`src/hdl/assert_macros.svh`:
```
// assert_macros.svh: concurrent assertion macros for the block
// no dependencies; define NO_ASSERTIONS to compile them out
`ifndef ASSERT_MACROS_SVH
`define ASSERT_MACROS_SVH
`ifndef NO_ASSERTIONS
// condition holds at every clock edge outside reset
`define ASSERT_ALWAYS(lbl, clk, rst, cond) \
  lbl: assert property (@(posedge clk) disable iff (rst) (cond)) \
    else $error("assertion failed");
// consequent holds in the cycle after the antecedent
`define ASSERT_NEXT(lbl, clk, rst, ante, cons) \
  lbl: assert property (@(posedge clk) disable iff (rst) (ante) |=> (cons)) \
    else $error("assertion failed");
`else
`define ASSERT_ALWAYS(lbl, clk, rst, cond)
`define ASSERT_NEXT(lbl, clk, rst, ante, cons)
`endif
`endif

```
`src/hdl/stlo_pkg.sv`:
```
// stlo_pkg: shared types, constants and tree index functions
// used by the level-order core; no dependencies
`timescale 1ns / 1ps
package stlo_pkg;

  localparam int SYM_W = 8;
  // heap indices and ranks for up to 64 nodes
  localparam int IDX_W = 7;
  // in-order position in the perfect tree, below 128
  localparam int POS_W = 8;

  typedef logic [SYM_W-1:0] sym_t;

  typedef struct packed {
    sym_t symbol;
    logic last;
    logic overflow;
  } out_item_t;

  // floor log2, zero for zero
  function automatic logic [2:0] flog2(logic [IDX_W-1:0] v);
    logic [2:0] r;
    r = '0;
    for (int i = 0; i < IDX_W; i++) begin
      if (v[i]) r = 3'(i);
    end
    return r;
  endfunction

  // in-order rank of heap node h in a complete tree of depth dn,
  // m2 being twice the node count of the bottom level
  function automatic logic [IDX_W-1:0] heap_rank(logic [IDX_W-1:0] h, logic [2:0] dn,
                                                 logic [POS_W-1:0] m2);
    logic [2:0]       d;
    logic [IDX_W-1:0] off;
    logic [POS_W-1:0] p;
    logic [POS_W-1:0] excess;
    logic [POS_W-1:0] r;
    d      = flog2(h);
    off    = h - (IDX_W'(1) << d);
    p      = ({off, 1'b1} << (dn - d)) - POS_W'(1);
    excess = p - m2;
    // bottom slots missing to the right shift the rank down
    if (p > m2) r = p - ((excess + POS_W'(1)) >> 1);
    else r = p;
    return IDX_W'(r);
  endfunction

endpackage

```
`src/hdl/stlo_ram.sv`:
```
// stlo_ram: generic single-write, single-read ram with registered read
// no dependencies
`timescale 1ns / 1ps
module stlo_ram #(
  parameter int WIDTH = 8,
  parameter int DEPTH = 64
) (
  input  logic                                      clk,
  input  logic                                      we,
  input  logic [((DEPTH > 1) ? $clog2(DEPTH) : 1)-1:0] waddr,
  input  logic [WIDTH-1:0]                          wdata,
  input  logic                                      re,
  input  logic [((DEPTH > 1) ? $clog2(DEPTH) : 1)-1:0] raddr,
  output logic [WIDTH-1:0]                          rdata
);

  logic [WIDTH-1:0] mem [DEPTH];

  always_ff @(posedge clk) begin
    if (we) mem[waddr] <= wdata;
    if (re) rdata <= mem[raddr];
  end

endmodule

```
`src/hdl/sorted_to_level_order_core.sv`:
```
// sorted_to_level_order_core: reorders a sorted run into complete-bst level order
// depends on stlo_pkg, stlo_ram and assert_macros.svh
//
// usage
//   input channel (symbol, last; in_valid / in_stall): one item per cycle while
//   loading. each symbol is written to the symbol ram; an item with last set
//   ends the run. symbols beyond MAX_SYMBOLS are dropped and the run flagged.
//   output channel (symbol_out, last_out, overflow; out_valid / out_stall):
//   after the last item the run is emitted in breadth-first tree order, one item
//   per cycle while out_stall is low, last_out on the final one, overflow on all.
//   emit path: after the last item is accepted, the first result passes the
//   emit sequencer, the registered ram read and the output queue; n results
//   then follow one per cycle while out_stall is low. loading and emitting do
//   not overlap: in_stall stays high until the final read of the run is issued,
//   and the single read port of the symbol ram sets the emit rate.
//   the ram read address comes straight from the heap index through a closed
//   form rank computation, so there is no tree walk.
//   stall: reads are issued only while the two-entry output queue has room,
//   so out_stall simply pauses the emit sequence without losing items.
//   reset: count, overflow flag, emit sequencer and output queue clear; the
//   ram holds no reset value and is only read where the run has written.
`timescale 1ns / 1ps
module sorted_to_level_order_core #(
  parameter int MAX_SYMBOLS = 64
) (
  input  logic               clk,
  input  logic               rst,
  input  logic               in_valid,
  output logic               in_stall,
  input  stlo_pkg::sym_t     symbol,
  input  logic               last,
  output logic               out_valid,
  input  logic               out_stall,
  output stlo_pkg::sym_t     symbol_out,
  output logic               last_out,
  output logic               overflow
);
  import stlo_pkg::*;
  `include "assert_macros.svh"

  localparam int AW = (MAX_SYMBOLS > 1) ? $clog2(MAX_SYMBOLS) : 1;
  localparam int CW = $clog2(MAX_SYMBOLS + 1);

  // sequencer codes
  localparam logic ST_LOAD = 1'b0;
  localparam logic ST_EMIT = 1'b1;

  logic             state, state_next;
  logic [CW-1:0]    count, count_next;   // symbols stored in this run
  logic             ovf_seen, ovf_seen_next;
  logic [CW-1:0]    run_n;               // node count of the run being emitted
  logic [2:0]       run_depth;           // depth of its bottom level
  logic [POS_W-1:0] run_m2;              // twice the bottom level node count
  logic             run_ovf;
  logic [CW-1:0]    heap_idx;            // next heap node to read, from 1

  // input side
  logic          in_accept;
  logic          room;
  logic [CW-1:0] n_fin;
  logic [2:0]    d_fin;

  assign in_stall  = (state != ST_LOAD);
  assign in_accept = in_valid && !in_stall;
  assign room      = (count < CW'(MAX_SYMBOLS));
  // run length once this item is taken in
  assign n_fin     = room ? (count + CW'(1)) : count;
  assign d_fin     = flog2(IDX_W'(n_fin));

  // emit side: ram read issue and output queue credit
  logic       issue;
  logic       issue_last;
  logic       inflight;           // ram read data valid on rd_data
  logic       rd_last, rd_ovf;
  logic [1:0] q_cnt;
  logic       q_pop;
  logic [2:0] q_used;
  logic [IDX_W-1:0] rank_full;
  logic [AW-1:0]    rd_addr;
  sym_t             rd_data;

  assign q_pop      = out_valid && !out_stall;
  // queue slots taken after this cycle if nothing new is issued
  assign q_used     = 3'(q_cnt) + 3'(inflight) - 3'(q_pop);
  assign issue      = (state == ST_EMIT) && (q_used < 3'd2);
  assign issue_last = (heap_idx == run_n);
  assign rank_full  = heap_rank(IDX_W'(heap_idx), run_depth, run_m2);
  assign rd_addr    = rank_full[AW-1:0];

  stlo_ram #(
    .WIDTH (SYM_W),
    .DEPTH (MAX_SYMBOLS)
  ) u_store (
    .clk   (clk),
    .we    (in_accept && room),
    .waddr (count[AW-1:0]),
    .wdata (symbol),
    .re    (issue),
    .raddr (rd_addr),
    .rdata (rd_data)
  );

  always_comb begin
    state_next    = state;
    count_next    = count;
    ovf_seen_next = ovf_seen;
    case (state)
      ST_LOAD: begin
        if (in_accept) begin
          if (room) count_next = count + CW'(1);
          else ovf_seen_next = 1'b1;
          if (last) state_next = ST_EMIT;
        end
      end
      ST_EMIT: begin
        // run finished once the final read is issued
        if (issue && issue_last) begin
          state_next    = ST_LOAD;
          count_next    = '0;
          ovf_seen_next = 1'b0;
        end
      end
      default: state_next = ST_LOAD;
    endcase
  end

  always_ff @(posedge clk) begin
    if (rst) begin
      state    <= ST_LOAD;
      count    <= '0;
      ovf_seen <= 1'b0;
      inflight <= 1'b0;
    end else begin
      state    <= state_next;
      count    <= count_next;
      ovf_seen <= ovf_seen_next;
      inflight <= issue;
    end
  end

  // run shape latched at the end of the load; heap index advanced on each read issue
  always_ff @(posedge clk) begin
    if (in_accept && last) begin
      run_n     <= n_fin;
      run_depth <= d_fin;
      run_m2    <= (POS_W'(n_fin) - (POS_W'(1) << d_fin) + POS_W'(1)) << 1;
      run_ovf   <= ovf_seen || !room;
      heap_idx  <= CW'(1);
    end else if (issue) begin
      heap_idx  <= heap_idx + CW'(1);
    end
  end

  always_ff @(posedge clk) begin
    if (issue) begin
      rd_last <= issue_last;
      rd_ovf  <= run_ovf;
    end
  end

  // two-entry output queue
  out_item_t q_mem [2];
  logic      q_wr, q_rd;

  always_ff @(posedge clk) begin
    if (rst) begin
      q_cnt <= '0;
      q_wr  <= 1'b0;
      q_rd  <= 1'b0;
    end else begin
      q_cnt <= 2'(3'(q_cnt) + 3'(inflight) - 3'(q_pop));
      if (inflight) q_wr <= !q_wr;
      if (q_pop) q_rd <= !q_rd;
    end
  end

  always_ff @(posedge clk) begin
    if (inflight) q_mem[q_wr] <= '{symbol: rd_data, last: rd_last, overflow: rd_ovf};
  end

  assign out_valid  = (q_cnt != 2'd0);
  assign symbol_out = q_mem[q_rd].symbol;
  assign last_out   = q_mem[q_rd].last;
  assign overflow   = q_mem[q_rd].overflow;

  `ASSERT_ALWAYS(a_queue_credit, clk, rst, (3'(q_cnt) + 3'(inflight)) <= 3'd2)
  `ASSERT_ALWAYS(a_count_bound, clk, rst, count <= CW'(MAX_SYMBOLS))
  `ASSERT_ALWAYS(a_idx_in_run, clk, rst, (state != ST_EMIT) || (heap_idx <= run_n))
  `ASSERT_NEXT(a_run_end, clk, rst, issue && issue_last,
               (state == ST_LOAD) && (count == '0) && !ovf_seen)

endmodule
```
`config.mk`:
```
export PLATFORM = sky130hd
export DESIGN_NAME = sorted_to_level_order_core
export DESIGN_NICKNAME = d
export VERILOG_FILES = /design/src/hdl/stlo_pkg.sv /design/src/hdl/stlo_ram.sv /design/src/hdl/sorted_to_level_order_core.sv
export VERILOG_INCLUDE_DIRS = /design/src /design/src/hdl
export SDC_FILE = /design/constraint.sdc
export NUM_CORES = 1
export LEC_CHECK = 0
export BUFFER_PORTS_ARGS = -buffer_cell sky130_fd_sc_hd__buf_4
export CELL_PAD_IN_SITES_DETAIL_PLACEMENT = 0
export CELL_PAD_IN_SITES_GLOBAL_PLACEMENT = 2
export CORE_ASPECT_RATIO = 1.75
export CORE_MARGIN = 3
export CORE_UTILIZATION = 49
export DETAILED_ROUTE_END_ITERATION = 8
export HOLD_SLACK_MARGIN = 0.03
export PLACE_DENSITY_LB_ADDON = 0.3
export SLEW_MARGIN = 20
export SYNTH_ARGS = -nofsm -noshare
export SYNTH_HDL_FRONTEND = slang
export SYNTH_SLANG_ARGS = --single-unit
```
`constraint.sdc`:
```
create_clock -name clk -period 20.8 [get_ports clk]
set_input_delay 2.08 -clock clk [delete_from_list [all_inputs] [get_ports clk]]
set_output_delay 2.08 -clock clk [all_outputs]
set_load 0.005 [all_outputs]
```
---- Word level (Yosys, flattened, before mapping) ----
Memory sizes are Yosys's and may differ from the RTL's. A register that Yosys moved wholly into a read port is not among the register bits.
Index checks and enable logic that the tools add are counted.
word-level totals
  register bits after elaboration ......... 41
  word-level logic and storage cells ...... 85
  memory bits (writable) .................. 532
  memories kept ........................... 2
  output and inout port bits .............. 12
  bits of input ports ..................... 13
memory list
  name         depth  bits a word  read ports  clocked after memory_dff  write ports  line                               text
  u_store.mem  64     8            1           1                         1            stlo_ram.sv:17                     logic [WIDTH-1:0] mem [DEPTH];
  q_mem        2      10           1           1                         1            sorted_to_level_order_core.sv:162  out_item_t q_mem [2];
operators by class
  reductions and logical operators ........ 15
  eq/ne operators ......................... 4
  shifts and indexed selects .............. 3
  $add $sub $neg .......................... 12
  order comparisons ....................... 3
  bitwise operators ....................... 1
  muxes and demuxes ....................... 31
operators by type and width
  cell                                                 count
  adder 7 x 1 -> 7 bit (second input constant)         4
  2-to-1 mux 3 bit                                     8
  2-to-1 mux 7 bit                                     3
  subtractor 7 bit                                     3
  2-to-1 mux 1 bit                                     14
  case mux 7 bit (2 select lines)                      1
  left shift 1 x 3 -> 7 bit (first input constant)     2
  greater-than comparator 8 bit                        1
  left shift 8 x 3 -> 8 bit                            1
  subtractor 8 x 1 -> 8 bit (second input constant)    1
  == test 7 bit                                        1
  < comparator 7 bit (second input constant)           1
  logical AND 1 bit                                    6
  2-to-1 mux 6 bit                                     1
  subtractor 6 bit                                     1
  zero test 1 bit                                      5
  2-to-1 mux 2 bit                                     2
  inequality test 2 bit (second input constant)        2
  case mux 1 bit (2 select lines)                      2
  adder 2 x 1 -> 3 bit                                 1
  < comparator 3 x 2 -> 1 bit (second input constant)  1
  AND reduction 3 bit                                  1
  subtractor 3 x 1 -> 3 bit                            1
  subtractor 3 bit                                     1
  other kinds (5)                                      5

---- Depth between registers and ports, before layout ----
Gate-level depths: netlist of run 1.
  word-level depth ........................ 14
  gate-level depth with buffers ........... 30
  depth with buffers taken out ............ 29

---- Hierarchy ----
A second synthesis of run 1 with hierarchy kept.
second synthesis, totals
  cells, all modules ...................... 1359
  area total of the unflattened synthesis .. 24413.4 um^2
modules (own cells, without submodules)
  module                      sequential area each (um^2)  cells each  times used  area an instance (um^2)
  stlo_ram                    15615.0                      940         1           20246.9
  sorted_to_level_order_core  1641.6                       419         1           4166.5

---- Worst setup path before layout of run 1 ----
Ideal clock, no wire load.
  kind .................................... reg-to-reg
  from .................................... reg heap_idx[2]
  to ...................................... reg u_store.rdata[4] (read register of u_store.mem), data pin
  setup time .............................. 150 ps
  period minus slack after synthesis ...... 6778 ps
  buffers on the path ..................... 3
  arrival time ............................ 6628 ps
  setup slack ............................. 14022 ps
  stages on the path, launching flop included .. 29
  required time ........................... 20650 ps
  cell sequence ........................... dfxtp_1 > inv_1 > a21oi_1 > nor2_1 > nor2_1 > nor2_1 > ha_1 > fa_1 > xnor2_2 > xor2_4 > nor2_2 > inv_2 > ha_1 > ha_1 > clkbuf_1 > clkbuf_1 > nor2_1 > fa_1 > a21o_1 > a21oi_1 > xnor2_1 > ha_1 > o41ai_1 > xnor2_1 > mux2i_2 > xnor2_2 > buf_6 > mux4_2 > mux2i_1
between the ends
  cells in the longest elaborated chain, start to end .. 13
  elaborated cells between the ends (all ways) .. 15
  classes of those cells .................. add/sub (6); order compare (1); shift (2); mux (6)
RTL lines
  what                           line                               text
  start: declaration             sorted_to_level_order_core.sv:55   logic [CW-1:0] heap_idx;
  start signal: assignment       sorted_to_level_order_core.sv:150  heap_idx <= heap_idx + CW'(1);
  2-to-1 mux 3 bit (5 in a row)  stlo_pkg.sv:25                     if (v[i]) r = 3'(i);
  left shift 1 x 3 -> 7 bit      stlo_pkg.sv:40                     off = h - (IDX_W'(1) << d);
  subtractor 7 bit               stlo_pkg.sv:40
  left shift 8 x 3 -> 8 bit *    stlo_pkg.sv:41                     p = ({off, 1'b1} << (dn - d)) - POS_W'(1);
  subtractor 8 x 1 -> 8 bit *    stlo_pkg.sv:41
  subtractor 7 bit               stlo_pkg.sv:42                     excess = p - m2;
  adder 7 x 1 -> 7 bit           stlo_pkg.sv:44                     if (p > m2) r = p - ((excess + POS_W'(1)) >> 1);
  subtractor 6 bit               stlo_pkg.sv:44
  2-to-1 mux 6 bit *             stlo_pkg.sv:44
  end: declaration               stlo_ram.sv:14                     output logic [WIDTH-1:0] rdata
Mark *: on every way between the ends. The rest lies on a longest branch, timed or not.
A chain may end at the register's enable or synchronous reset.

---- Final worst setup path of run 1 ----
  from .................................... reg heap_idx[2]
  to ...................................... reg u_store.rdata[5] (read register of u_store.mem), data pin
Same word-level chain as after synthesis.

==> results_dict.tcl, run 1 <==
set metrics [dict create \
    status "complete, no violations" \
    cts_tree "built" \
    drt-initial-drc-count 1243 \
    dieArea_sq_um 55200 \
    finalNetCount 1960 \
    finalCritPeriodShare_pct 48.9 \
    syn_nets 1993 \
    critPathMostFrequentCell "buf_4" \
    die_w_microns 179 \
    hold_violations 0 \
    final_common_cell "edfxtp_1" \
    rsz0062_at_grt "false" \
    cp_max_fo 64 \
    maxClockFrequency_mhz 98.4 \
    required_ns 21.12 \
    r2r_slack_ns 10.64 \
    post_cts_buffers 0 \
    cts_buffer_depth 3 \
    crit_path_end_kind "register" \
    slew_violations 0 \
    num_rows 110 \
    vias 15981 \
    synth_async_sr_flop_share_pct 0 \
    dpl.cell_count 2519 \
    finalClockSkew_ns 0.0235 \
    synth-seq-cells 582 \
    cap_violations 0 \
    totalNegativeSetupSlack_ns 0 \
    slowest_delay_ns 0.92 \
    rr_startpoint "heap_idx[2]$_SDFFE_PP0P_" \
    stdcell_area_sq_um 28100 \
    fp.dieH_microns 309 \
    synth.avg_cell_area_sq_um 13.2 \
    grt_pass1_wl_mm 104 \
    root_buffer "clkbuf_16" \
    slew_headroom_pct 20.1 \
    clock_sinks 582 \
    route.detailed.drc 0 \
    fin_cells 2617 \
    yosysTopAreaCellShare_pct 65.6 \
    detail_route.first_pass.iterations 7 \
    grt_pass1_vias 15820 \
    holdPathEnd "rd_ovf$_DFFE_PP_" \
    setup_slack_ns 10.64 \
    vias_per_cell 6.11 \
    grt_antenna_before_repair 1 \
    post_cts_resized 0 \
    drive_gt1_share_pct 9.57 \
    layout_min_cycle_time_ns 10.16 \
    syn2layout_area_growth_pct 9.58 \
    slowest_stage "and2_1" \
    setup_viol 0 \
    gp_congestion 0.852 \
    yosys-top-cells-area "edfxtp_1, nand2_1, a211oi_1" \
    ys_warn_count 0 \
    ys_types 67 \
    synth-edff-count 560 \
    place_area_sq_um 26300 \
    reg2reg_depth 29 \
    cts_htree_levels 2 \
    initial_core_util_pct 49.6 \
    totalWireLength_mm 70.9 \
    cp.arrival_ns 10.48 \
    tightest_slew_ns 1.19 \
    clock_latency_ns 0.59 \
    holdCritStartpoint "run_ovf$_DFFE_PP_" \
    grt_max_degree 80 \
    rr_endpoint "u_store.rdata[5]$_DFFE_PP_" \
    globalRoute.totalOverflow 0 \
    syn_inst 1934 \
    hpwl_mm 45.9 \
    final_cell_mix "edfxtp_1, nand2_1, nand3_1" \
    whs_path_depth 0 \
    worstSetupPathType "reg -> reg" \
    core_area_sq_um 51600 \
    port_buffers 24 \
    cp-start-kind "register" \
    cts_inserted_buffers 52 \
    post_drt_wl_per_cell_microns 27.1 \
    ioPinCount 25 \
    yosysSeqAreaShare_pct 67.4 \
    clkTransAtPathRegs_ns 0.07 \
    synthFlopType "edfxtp_1" \
    dp_slack_ns 10.70 \
    grt_usage_pct 25.8 \
    final_antenna_net_count 0 \
    syn-cell-area_sq_um 25600 \
    hold_class "reg -> reg" \
    synth_top_area_cell "edfxtp_1" \
    hold_buffers 0 \
]
-- metal layers --
| layer | wire, microns | track usage (%) |
|---|---|---|
| met1 | 25200 | 29.1 |
| met2 | 39500 | 49.3 |
| met3 | 3200 | 2.66 |
| met4 | 2960 | 9.58 |
| met5 | 0 | 0 |
-- cells in the mapped netlist (all sizes together), types with 14 or more instances --
cell type / n
xnor2: 27
nor3: 14
and3: 73
clkbuf: 78
nand2: 287
dfxtp: 22
mux2i: 82
a21oi: 31
a211oi: 128
mux4: 17
nor2: 112
nand3: 129
ha: 38
inv: 48
a31oi: 57
buf: 52
edfxtp: 560
mux2: 16
-- registers in the layout, summed over array words and instances (netlist names), 3 cells and up, named ones only --
register / cells
q_mem: 20
heap_idx: 7
count: 7
run_depth: 3
u_store.mem: 512
run_n: 7
u_store.rdata: 8
run_m2: 7
-- how the worst max path moves through the flow --
stage | startpoint | end | slack, ns | cells after the start
floorplan | heap_idx[2]$_SDFFE_PP0P_ | u_store.rdata[4]$_DFFE_PP_ | 14.02 | 28
global placement | heap_idx[2]$_SDFFE_PP0P_ | u_store.rdata[5]$_DFFE_PP_ | 10.80 | 27
detailed placement | heap_idx[2]$_SDFFE_PP0P_ | u_store.rdata[5]$_DFFE_PP_ | 10.70 | 27
CTS | heap_idx[2]$_SDFFE_PP0P_ | u_store.rdata[5]$_DFFE_PP_ | 10.65 | 27
global route | heap_idx[2]$_SDFFE_PP0P_ | u_store.rdata[2]$_DFFE_PP_ | 10.03 | 29
finish | heap_idx[2]$_SDFFE_PP0P_ | u_store.rdata[5]$_DFFE_PP_ | 10.64 | 29
-- cell families after synthesis --
kind of cell	synth area share, %
simple gates	11.9
flops	67.4
compound gates	8.51
buf+inv	2.89
mux	5.42
fa+ha+maj	2.48
xor+xnor	1.46
-- critical path, delay by kind of cell (launching register included) --
family	cells	cell delay, ns
buffers and inverters	7	2.82
AND/OR/NAND/NOR	7	2.15
AO/OA/AOI/OAI	6	1.56
adder cells (fa/ha/maj)	4	1.09
XOR/XNOR	2	0.93
multiplexers	3	0.64
flip-flops	1	0.46
-- final cells by class --
| cell class | instances | area, sq um |
|---|---|---|
| diodes | 2 | 5.00 |
| fillers | 4235 | 23500 |
| inverters | 48 | 180 |
| clock inverters | 32 | 347 |
| flip-flops and latches | 582 | 17300 |
| repair buffers | 43 | 323 |
| well taps | 672 | 841 |
| clock buffers | 64 | 1440 |
| multi-input cells | 1174 | 7680 |
-- per-stage QoR --
stage | hold WS (ns) | utilization, %
floorplan | 0.400 | -
global placement | 0.428 | 50.9
detailed placement | 0.451 | 50.9
CTS | 0.468 | 54.4
global route | 0.470 | 54.4
finish | 0.466 | 54.4
Power of run 1 is left out: the tool's default activity adds up to more than one toggle a clock period on the data nets, which glitch-free logic cannot reach.
==> run 2, diff against run 1 <==
CORE_UTILIZATION = 46   (was 49)
clock period = 9.6 ns   (was 20.8 ns; I/O delays follow)
==> run 2 against run 1 <==
Net effect:
- flip-flop and latch count unchanged
- global-route usage down 1.9 points
- clock skew up 0.0011 ns
- non-clock buffer count up 14
- setup slack worse by 9.9 ns
- highest routed layer unchanged
- wire length down 0.99%
- die area up 6.3%
- core utilization down 2.7 points
==> results_dict.tcl, run 2 (synthesis gave the netlist of run 1 again) <==
set metrics [dict create \
    status "complete, no violations" \
    r2r_slack_ns 0.74 \
    core_area_sq_um 54700 \
    slew_headroom_pct 23.1 \
    totalNegativeSetupSlack_ns 0 \
    die_w_microns 184 \
    root_buffer "clkbuf_16" \
    cts_tree "built" \
    detail_route.first_pass.iterations 5 \
    reg2reg_depth 26 \
    startpoint "heap_idx[2]$_SDFFE_PP0P_" \
    cp_max_fo 90 \
    whs_path_depth 0 \
    clkTransAtPathRegs_ns 0.07 \
    drive_gt1_share_pct 9.99 \
    num_rows 113 \
    cp-start-kind "register" \
    post_cts_buffers 0 \
    fp.dieH_microns 318 \
    endpoint "u_store.rdata[7]$_DFFE_PP_" \
    initial_core_util_pct 46.8 \
    layout_min_cycle_time_ns 8.86 \
    tightest_slew_ns 1.15 \
    cts_inserted_buffers 53 \
    grt_pass1_wl_mm 103 \
    fill_cells 4632 \
    rsz0062_at_grt "false" \
    grt_antenna_before_repair 0 \
    crit_path_end_kind "register" \
    syn2layout_area_growth_pct 10.3 \
    globalRoute.totalOverflow 0 \
    grt_pass1_vias 15841 \
    cts_htree_levels 2 \
    rr_endpoint "u_store.rdata[7]$_DFFE_PP_" \
    rr_startpoint "heap_idx[2]$_SDFFE_PP0P_" \
    finalClockSkew_ns 0.0245 \
    regMostFlops "u_store.mem" \
    seq_area_sq_um 17300 \
    slew_violations 0 \
    dpl.cell_count 2551 \
    gp_congestion 0.885 \
    port_buffers 24 \
    drt-initial-drc-count 1067 \
    hold_buffers 0 \
    reg_top3 "u_store.mem x512, q_mem x20, u_store.rdata x8" \
    cts_buffer_depth 3 \
    hpwl_mm 47.2 \
    whs_ns 0.435 \
    vias 15795 \
    final_cell_mix "edfxtp_1, nand2_1, nand3_1" \
    maxClockFrequency_mhz 113 \
    route.detailed.drc 0 \
    final_common_cell "edfxtp_1" \
    cap_violations 0 \
    multi_input_area_sq_um 7680 \
    fin_cells 2652 \
    clock_latency_ns 0.60 \
    vias_per_cell 5.96 \
    worstSetupPathType "reg -> reg" \
    totalWireLength_mm 70.2 \
    clock_sinks 582 \
    final_antenna_net_count 0 \
    hold_class "reg -> reg" \
    post_drt_wl_per_cell_microns 26.5 \
    hold_violations 0 \
    setup_viol 0 \
    largest_reg_flops 512 \
    ioPinCount 25 \
    cp.arrival_ns 9.17 \
    grt_max_degree 101 \
    finalNetCount 1975 \
    post_cts_resized 0 \
    dieArea_sq_um 58700 \
    finalCritPeriodShare_pct 92.3 \
    grt_usage_pct 23.8 \
    required_ns 9.91 \
]
## run 2: cell count changes in the layout (fill, tap and decap cells not counted), sizes merged
cell,previous run,this run
buf,43,57
bufinv,6,5
clkinv,19,20
clkinvlp,3,5
diode,2,1
inv,52,54
## run 2: worst min-delay path by stage
stage                            from          endpoint  slack [ns]
floorplan           run_ovf$_DFFE_PP_  rd_ovf$_DFFE_PP_        0.40
global placement    run_ovf$_DFFE_PP_  rd_ovf$_DFFE_PP_        0.42
detailed placement  run_ovf$_DFFE_PP_  rd_ovf$_DFFE_PP_        0.42
CTS                 run_ovf$_DFFE_PP_  rd_ovf$_DFFE_PP_        0.43
global route        run_ovf$_DFFE_PP_  rd_ovf$_DFFE_PP_        0.45
finish              run_ovf$_DFFE_PP_  rd_ovf$_DFFE_PP_        0.43
## run 2: metal layers
layer	GRT usage [%]	up-vias	wire length [microns]
met5	0	-	0
met4	12.1	0	3970
met3	2.87	133	2750
met2	44.9	452	38800
met1	25.8	7939	24700
li1	-	7271	-
## run 2: critical path: stages, from the launching register on
cell and delay, ns:
dfxtp_1 0.46, inv_1 0.12, a21oi_1 0.17, nor2_1 0.06, nor2_1 0.11, nor2_1 0.06
ha_1 0.20, fa_1 0.76, nand2_1 0.43, nor2_2 0.49, inv_2 0.20, ha_1 0.43
ha_1 0.81, nor2_1 0.16, fa_1 0.52, xnor2_1 0.16, ha_1 0.36, o21ai_0 0.10
a21oi_1 0.33, nor3_1 0.15, o31ai_4 0.23, buf_12 0.37, buf_4 0.45, a211oi_1 0.08
a31oi_1 0.78, mux4_2 0.43, mux2i_1 0.06
## run 2: per-stage QoR
step / util, % / cell area [sq um] / setup slack (ns)
2_1_floorplan: - / 25600 / 2.82
4_1_cts: 51.6 / 28300 / 0.666
6_report: 51.7 / 28300 / 0.742
3_5_place_dp: 48.4 / 26500 / 0.691
5_1_grt: 51.6 / 28300 / 0.352
3_3_place_gp: 48.4 / 26500 / 0.717
## run 2: final cells by class
cell class / instances / share of cell area [%]
Multi-Input combinational cell: 1174 / 27.2
Sequential cell: 582 / 61.1
Clock buffer: 64 / 4.99
Antenna cell: 1 / 0.00885
Tap cell: 690 / 3.05
Timing Repair Buffer: 57 / 1.87
Clock inverter: 36 / 1.21
Inverter: 48 / 0.637
Power of run 2 is left out for the same reason.
